===== config.mk =====
export PLATFORM = sky130hd
export DESIGN_NAME = undo_redo_snapshot_stack
export DESIGN_NICKNAME = d
export VERILOG_FILES = /design/src/sv/usrs_pkg.sv /design/src/sv/usrs_cell.sv /design/src/sv/usrs_chain.sv /design/src/sv/undo_redo_snapshot_stack.sv
export SDC_FILE = /design/constraint.sdc
export NUM_CORES = 2
export LEC_CHECK = 0
export ABC_AREA = 1
export BUFFER_PORTS_ARGS = -buffer_cell sky130_fd_sc_hd__clkbuf_2
export CORE_MARGIN = 2
export CORE_UTILIZATION = 70
export CTS_BUF_LIST = sky130_fd_sc_hd__clkbuf_8
export DETAILED_ROUTE_END_ITERATION = 10
export GPL_TIMING_DRIVEN = 1
export PLACE_DENSITY = 0.87
export SLEW_MARGIN = 0
export SYNTH_ARGS = -nofsm -noshare
export SYNTH_HDL_FRONTEND = slang
export SYNTH_SLANG_ARGS = --single-unit

===== constraint.sdc =====
create_clock -name clk -period 113.4 [get_ports clk]
set_input_delay 22.68 -clock clk [delete_from_list [all_inputs] [get_ports clk]]
set_output_delay 22.68 -clock clk [all_outputs]
set_load 0.02 [all_outputs]

===== src/sv/usrs_pkg.sv =====
package usrs_pkg;

  localparam int DEFAULT_CAPACITY      = 16;
  localparam int DEFAULT_SNAPSHOT_BITS = 64;
  localparam int SNAP_FIELD_BITS       = 64;
  localparam int DEPTH_FIELD_BITS      = 5;

  localparam logic [1:0] KIND_PUSH  = 2'd0;
  localparam logic [1:0] KIND_UNDO  = 2'd1;
  localparam logic [1:0] KIND_REDO  = 2'd2;
  localparam logic [1:0] KIND_CLEAR = 2'd3;

  typedef struct packed {
    logic [1:0]                 kind;
    logic [SNAP_FIELD_BITS-1:0] snapshot;
  } usrs_in_t;

  typedef struct packed {
    logic [SNAP_FIELD_BITS-1:0]  restored;
    logic                        done_res;
    logic [DEPTH_FIELD_BITS-1:0] undo_depth;
    logic [DEPTH_FIELD_BITS-1:0] redo_depth;
  } usrs_out_t;

  // Shift command shared by every cell of a chain.
  typedef struct packed {
    logic push;
    logic pop;
  } usrs_shift_t;

endpackage


===== src/sv/usrs_cell.sv =====
module usrs_cell import usrs_pkg::*; #(
  parameter int W = DEFAULT_SNAPSHOT_BITS
) (
  input  logic         clk,
  input  usrs_shift_t  ctrl,
  input  logic [W-1:0] from_prev,
  input  logic [W-1:0] from_next,
  output logic [W-1:0] value
);

  always_ff @(posedge clk) begin
    if (ctrl.push) begin
      value <= from_prev;
    end else if (ctrl.pop) begin
      value <= from_next;
    end
  end

endmodule


===== src/sv/usrs_chain.sv =====
module usrs_chain import usrs_pkg::*; #(
  parameter int DEPTH = DEFAULT_CAPACITY,
  parameter int W     = DEFAULT_SNAPSHOT_BITS
) (
  input  logic         clk,
  input  usrs_shift_t  ctrl,
  input  logic [W-1:0] din,
  output logic [W-1:0] top_value
);

  logic [W-1:0] links [DEPTH];

  // Cell 0 is the newest entry. A push moves every entry one cell deeper and
  // drops the deepest one; a pop moves every entry one cell toward the top.
  for (genvar i = 0; i < DEPTH; i++) begin : g_cell
    logic [W-1:0] prev_value;
    logic [W-1:0] next_value;

    if (i == 0) begin : g_first
      assign prev_value = din;
    end else begin : g_inner
      assign prev_value = links[i-1];
    end

    if (i == DEPTH - 1) begin : g_last
      assign next_value = links[i];
    end else begin : g_mid
      assign next_value = links[i+1];
    end

    usrs_cell #(.W(W)) u_cell (
      .clk       (clk),
      .ctrl      (ctrl),
      .from_prev (prev_value),
      .from_next (next_value),
      .value     (links[i])
    );
  end

  assign top_value = links[0];

endmodule


===== src/sv/undo_redo_snapshot_stack.sv =====
// Bounded undo/redo snapshot history.
// Input channel (in_valid, in_stall, in_item) carries one operation per
// transaction: push, undo, redo or clear, plus the current snapshot word.
// Output channel (out_valid, out_stall, out_item) returns one result per
// transaction: the restored snapshot, a done flag and both stack depths.
// Both stores are rows of CAPACITY cells that shift by one place per
// operation, so the newest entry always sits in the first cell and is read
// there directly.
// out_valid rises in the cycle after acceptance. A new transaction is
// taken every cycle as long as the output register is empty or being
// emptied, so throughput is one item per cycle, set by the single output
// register.
// A synchronous reset empties both stores (fill counts to zero) and drops
// any pending result; the cell contents are not cleared.
// While the receiver stalls, the result holds in the output register and
// in_stall is raised until it is taken.
module undo_redo_snapshot_stack import usrs_pkg::*; #(
  parameter int CAPACITY      = DEFAULT_CAPACITY,
  parameter int SNAPSHOT_BITS = DEFAULT_SNAPSHOT_BITS
) (
  input  logic      clk,
  input  logic      rst,
  input  logic      in_valid,
  output logic      in_stall,
  input  usrs_in_t  in_item,
  output logic      out_valid,
  input  logic      out_stall,
  output usrs_out_t out_item
);

  localparam int FILL_W = $clog2(CAPACITY + 1);
  localparam logic [FILL_W-1:0] FILL_MAX = FILL_W'(CAPACITY);

  logic [FILL_W-1:0] undo_fill, undo_fill_next;
  logic [FILL_W-1:0] redo_fill, redo_fill_next;

  logic                     accept;
  logic [SNAPSHOT_BITS-1:0] snap;
  logic [SNAPSHOT_BITS-1:0] undo_newest, redo_newest;
  logic [SNAPSHOT_BITS-1:0] result;
  logic                     done;
  usrs_shift_t              undo_ctrl, redo_ctrl;

  assign in_stall = out_valid && out_stall;
  assign accept   = in_valid && !in_stall;
  assign snap     = in_item.snapshot[SNAPSHOT_BITS-1:0];

  usrs_chain #(.DEPTH(CAPACITY), .W(SNAPSHOT_BITS)) u_undo (
    .clk       (clk),
    .ctrl      (undo_ctrl),
    .din       (snap),
    .top_value (undo_newest)
  );

  usrs_chain #(.DEPTH(CAPACITY), .W(SNAPSHOT_BITS)) u_redo (
    .clk       (clk),
    .ctrl      (redo_ctrl),
    .din       (snap),
    .top_value (redo_newest)
  );

  always_comb begin
    undo_ctrl      = '0;
    redo_ctrl      = '0;
    undo_fill_next = undo_fill;
    redo_fill_next = redo_fill;
    result         = snap;
    done           = 1'b1;
    unique case (in_item.kind)
      KIND_PUSH: begin
        undo_ctrl.push = accept;
        redo_fill_next = '0;
        if (undo_fill != FILL_MAX) begin
          undo_fill_next = undo_fill + 1'b1;
        end
      end
      KIND_UNDO: begin
        if (undo_fill == '0) begin
          done = 1'b0;
        end else begin
          undo_ctrl.pop  = accept;
          redo_ctrl.push = accept;
          result         = undo_newest;
          undo_fill_next = undo_fill - 1'b1;
          if (redo_fill != FILL_MAX) begin
            redo_fill_next = redo_fill + 1'b1;
          end
        end
      end
      KIND_REDO: begin
        if (redo_fill == '0) begin
          done = 1'b0;
        end else begin
          undo_ctrl.push = accept;
          redo_ctrl.pop  = accept;
          result         = redo_newest;
          redo_fill_next = redo_fill - 1'b1;
          if (undo_fill != FILL_MAX) begin
            undo_fill_next = undo_fill + 1'b1;
          end
        end
      end
      KIND_CLEAR: begin
        undo_fill_next = '0;
        redo_fill_next = '0;
      end
      default: begin
        done = 1'b0;
      end
    endcase
  end

  always_ff @(posedge clk) begin
    if (rst) begin
      undo_fill <= '0;
      redo_fill <= '0;
      out_valid <= 1'b0;
    end else begin
      if (accept) begin
        undo_fill <= undo_fill_next;
        redo_fill <= redo_fill_next;
        out_valid <= 1'b1;
      end else if (!out_stall) begin
        out_valid <= 1'b0;
      end
    end
  end

  always_ff @(posedge clk) begin
    if (accept) begin
      out_item.restored   <= SNAP_FIELD_BITS'(result);
      out_item.done_res   <= done;
      out_item.undo_depth <= DEPTH_FIELD_BITS'(undo_fill_next);
      out_item.redo_depth <= DEPTH_FIELD_BITS'(redo_fill_next);
    end
  end

  // The two stores together never hold more entries than one store has cells.
  a_fill_bound: assert property (@(posedge clk) disable iff (rst)
    ({1'b0, undo_fill} + {1'b0, redo_fill}) <= (FILL_W + 1)'(CAPACITY))
    else $error("undo and redo fill counts exceed capacity");

  a_accept_result: assert property (@(posedge clk) disable iff (rst)
    accept |=> out_valid)
    else $error("accepted transaction produced no result");

  a_push_drops_redo: assert property (@(posedge clk) disable iff (rst)
    accept && in_item.kind == KIND_PUSH |=> redo_fill == '0)
    else $error("push left entries on the redo stack");

  a_clear_empties: assert property (@(posedge clk) disable iff (rst)
    accept && in_item.kind == KIND_CLEAR |=> undo_fill == '0 && redo_fill == '0)
    else $error("clear left entries in a store");

  a_no_shift_clash: assert property (@(posedge clk) disable iff (rst)
    !(undo_ctrl.push && undo_ctrl.pop) && !(redo_ctrl.push && redo_ctrl.pop))
    else $error("a chain was told to push and pop at once");

endmodule


### Word-level counts from Yosys, hierarchy flattened

Index checks and enable logic that the tools add are counted.

* register bits: 2134
* output and inout port bits: 77

* eq/ne operators: 6
* reduce and logical (&&, ||, !) cells: 9
* muxes and demuxes: 81
* add/subtract/negate cells: 4

Operator list (count)
* 64-bit 2-to-1 mux: 62
* 64-bit case mux with 2 select lines: 1
* 5-bit 2-to-1 mux: 6
* 5-bit case mux with 4 select lines: 1
* 5-bit case mux with 3 select lines: 1
* 5-bit by 1-bit adder with 5-bit output (second input constant): 2
* 5-bit zero test: 2
* 5-bit != test (second input constant): 2
* 5-bit by 1-bit subtractor with 5-bit output (second input constant): 2
* 1-bit 2-to-1 mux: 8
* 2-bit equality test (second input constant): 2
* 1-bit case mux with 2 select lines: 2
* 2-bit nonzero test: 2
* 2-bit by 1-bit equality test with 1-bit output (second input constant): 1
* 1-bit logical AND: 2
* 2-bit zero test: 1
* 2-bit by 1-bit != test with 1-bit output (second input constant): 1
* 2-bit OR reduction: 1
* 1-bit zero test: 1

### Depth between registers and ports, before layout

* depth in word-level cells: 7
* depth in mapped cells: 13
* depth with buffers taken out: 11

### Hierarchy

From an unflattened synthesis, not the netlist that was laid out.

* cells, all modules: 9226
* area total of the unflattened synthesis: 93048.0 um^2

Modules (own cells, without submodules)
* usrs_cell: area each 2755.1 um^2, times used 32, cells an instance 271
* undo_redo_snapshot_stack: area each 4883.4 um^2, times used 1, cells an instance 554

### Worst setup path after synthesis

OpenSTA, ideal clock, no wires.

* kind: input port to flip-flop
* start point: input out_stall
* end point: register u_redo.g_cell[0].u_cell.value[0] (enable)
* path buffers: 1
* path slack: 41.511 ns
* arrival time: 69.273 ns
* setup time: 2.616 ns
* stages on the path: 6
* path through: nand2_1 > inv_2 > nor2_1 > inv_2 > clkbuf_1 > a21oi_1

* longest elaborated chain between the ends: 6
* elaborated cells between the ends (all ways): 8

Ends and longest elaborated chain
* from (decl): line undo_redo_snapshot_stack.sv:27 `input logic out_stall,`
* 1-bit logical AND *: line undo_redo_snapshot_stack.sv:44 `assign in_stall = out_valid && out_stall;`
* via in_stall: line undo_redo_snapshot_stack.sv:24 `output logic in_stall,`
* 1-bit zero test *: line undo_redo_snapshot_stack.sv:45 `assign accept = in_valid && !in_stall;`
* 1-bit logical AND *: line undo_redo_snapshot_stack.sv:45
* 1-bit 2-to-1 mux (on tied branches): line undo_redo_snapshot_stack.sv:91, undo_redo_snapshot_stack.sv:78
* 1-bit 2-to-1 mux: line undo_redo_snapshot_stack.sv:69 `unique case (in_item.kind)`
* 2-bit nonzero test (no line) *
* to (signal assigned): line usrs_cell.sv:13 `value <= from_prev;`
* to (signal assigned): line usrs_cell.sv:15 `value <= from_next;`
* to (decl): line usrs_cell.sv:8 `output logic [W-1:0] value`

Mark *: on every way through the listed nets, which the timed path passes. The rest lies on a longest branch.
A chain may end at the register's enable or synchronous reset.

### Worst setup path in the final report

* start point: input out_stall
* end point: output in_stall

* longest elaborated chain between the ends: 1

Ends and longest elaborated chain (line)
* 1-bit logical AND: undo_redo_snapshot_stack.sv:44
* to (decl): undo_redo_snapshot_stack.sv:24

No other way between the ends.

==> impl_metrics.csv <==
group,metric,value,unit
run_status,status,"complete, no violations",
power,p_leak,41.98,nW
cells_and_area,drive_gt1_share,6.687,%
cells_and_area,layout.cells.most_common,"nand2_1",
clock_tree,numClockSinks,2134,
routing,drc_errors,0,
critical_path,required,90720,ps
critical_path,setup.worst_path.class,"in -> out",
floorplan,die_w,363.6,um
placed_design,hpwlAfterDp,96.30,mm
cells_and_area,multi_input_area,0.02371,mm2
synth,syn_inst,8875,
placed_design,place.gp.congestion,0.8470,
global_routing,grtUsageTotal,26.23,%
synth,synth_seq_area_share,70.66,%
sta,worst_pin_slew,1434,ps
routing,vias,60590,
clock_tree,cts_setup_buffers,0,
global_routing,grt_max_degree,258,
sta,slew_violations,0,
sta,hold_ws,436.3,ps
synth,synth_seq_cells,2134,
placed_design,io_buffers,146,
floorplan,io-pin-count,147,
clock_tree,ctsResizeCount,0,
worst_hold_path,hold_class,"reg -> reg",
sta,hold_viol_final,0,
cells_and_area,nets,9039,
floorplan,start_util,70.72,%
routing,drt_iter0_drc,7542,
global_routing,antenna_found_initial,12,
global_routing,grt_pass1_wl,284.2,mm
sta,rsz0062_at_grt,"false",
synth,ys_types,27,
sta,max_freq,21.84,MHz
cells_and_area,nFillCells,7574,
cells_and_area,finalNonFillerCells,10920,
cells_and_area,flow.area_growth_from_synthesis,7.487,%
routing,antenna_left,0,
critical_path,worstPathMaxFanout,2,
clock_tree,max-clock-path-buffers,4,
global_routing,grt_pass1_vias,57850,
sta,relSlewSlack,4.410,%
floorplan,fp.dieH,363.6,um
clock_tree,cts_hold_buf,0,
power,power.density,17.52,mW/mm2
sta,finalClockSkew,63.93,ps
floorplan,core_region_area,0.1280,mm2
critical_path,critPathCaptureType,"output pin",
cells_and_area,regArea,0.06397,mm2
synth,ys_warn_count,0,
clock_tree,cts-root-buf,"clkbuf_8",
floorplan,num_rows,131,
critical_path,cp-start-kind,"primary input",
sta,tns,0,ps
clock_tree,clk_latency,1010,ps
clock_tree,htree_levels,5,
synth,syn_area_per_cell,10.20,um2
job,maxCapViolations,0,
routing,finalWirelength,174.4,mm
clock_tree,cts_buffers,345,
synth,synth_fp_nets,8952,
cells_and_area,layout_common_cells,"5993 x nand2_1, 2123 x edfxtp_1, 353 x clkbuf_8",
worst_hold_path,hold_path_depth,0,
synth,syn_area,0.09053,mm2
global_routing,gr-total-overflow,0,
power,peakVddDrop,0.01325,mV
floorplan,die-area,0.1322,mm2
routing,wl_per_cell,15.98,um
routing,first_pass_iters,8,
routing,viasPerCell,5.551,
sta,setup_viol,0,
power,p_total,1.705,mW
clock_tree,cts_tree,"done",
sta,finalCriticalPeriod,45790,ps
clock_tree,clk_pin_slew_worst_paths,60,ps
critical_path,ff2ff_path_depth,10,
sta,fin_crit_sh,40.38,%
critical_path,critPathArrivalTime,23110,ps
placed_design,dp.cells,10340,
==> report_power, final <==
part / internal, mW / switching, mW / leakage, nW / total [mW]
Combinational: 0.0368 / 0.103 / 18.8 / 0.140
Sequential: 0.944 / 0.0266 / 19.8 / 0.970
Clock: 0.300 / 0.295 / 3.35 / 0.595
Total: 1.28 / 0.425 / 42.0 / 1.70
==> synthesized netlist by cell type, drive strengths merged <==
cell type  count  share of area [%]
ha             7              0.097
o21ai         56               0.31
nand4          6              0.041
nor2          11              0.059
dfxtp         11               0.24
edfxtp      2123                 70
a21oi         16              0.088
clkbuf        92               0.38
or2            2              0.014
xor2           4              0.039
o21bai         1             0.0083
buf          370                2.5
xnor2          1             0.0097
nand3         71               0.41
nand2       5998                 25
inv           85               0.35
o22ai         21               0.15
==> worst max-delay path, cell delays in order <==
cell	delay, ps
clkbuf_2	80
nand2_1	70
inv_2	90
clkbuf_2	180
==> registers in the layout, indices dropped and copies added, names as in the netlist <==
register	count
u_redo.g_cell.u_cell.value	1024
undo_fill	5
u_undo.g_cell.u_cell.value	1024
out_item	75
redo_fill	5
out_valid	1
==> cell type report <==
| class | instances | area share, % |
|---|---|---|
| Antenna cell | 5 | 0.01286 |
| Clock buffer | 353 | 4.993 |
| Clock inverter | 214 | 1.053 |
| Inverter | 85 | 0.3433 |
| Multi-Input combinational cell | 6194 | 24.36 |
| Sequential cell | 2134 | 65.74 |
| Tap cell | 1729 | 2.223 |
| Timing Repair Buffer | 202 | 1.273 |
==> layer usage <==
layer / global-route usage, % / up-vias / wire length (um)
met5: 0 / - / 86
met4: 11.09 / 14 / 5530
met3: 4.859 / 449 / 11970
met2: 41.16 / 2334 / 84380
met1: 36.73 / 28920 / 72430
li1: - / 28870 / -
==> stage by stage <==
stage | utilization (%) | setup slack (ps) | instance area, um2
after CTS | 76.01 | 67610 | 97300
after floorplan | - | 41510 | 90530
final | 76.02 | 67610 | 97310
after global routing | 76.01 | 67570 | 97300
after global placement | 71.41 | 67610 | 91410
after detailed placement | 71.41 | 67610 | 91410
==> path summary, 6_finish.rpt <==
check / slack, ps / to / start
max: 67610 / in_stall / out_stall
min: 440 / u_undo.g_cell[15].u_cell.value[29] / u_undo.g_cell[14].u_cell.value[29]
max reg2reg: 106290 / u_undo.g_cell[11].u_cell.value[5] / redo_fill[0]
min reg2reg: 440 / u_undo.g_cell[15].u_cell.value[29] / u_undo.g_cell[14].u_cell.value[29]
==> cells by family (layout without fill, tap and decap cells) <==
family / Yosys count / in the layout / synth area share, %
simple gates: 6088 / 6088 / 25.41
buf+inv: 547 / 854 / 3.226
xor+xnor: 5 / 5 / 0.04837
compound gates: 94 / 94 / 0.5515
flops: 2134 / 2134 / 70.66
other cells: 0 / 5 / 0
fa+ha+maj: 7 / 7 / 0.09674
No activity file was read; power rests on OpenSTA's default activity.
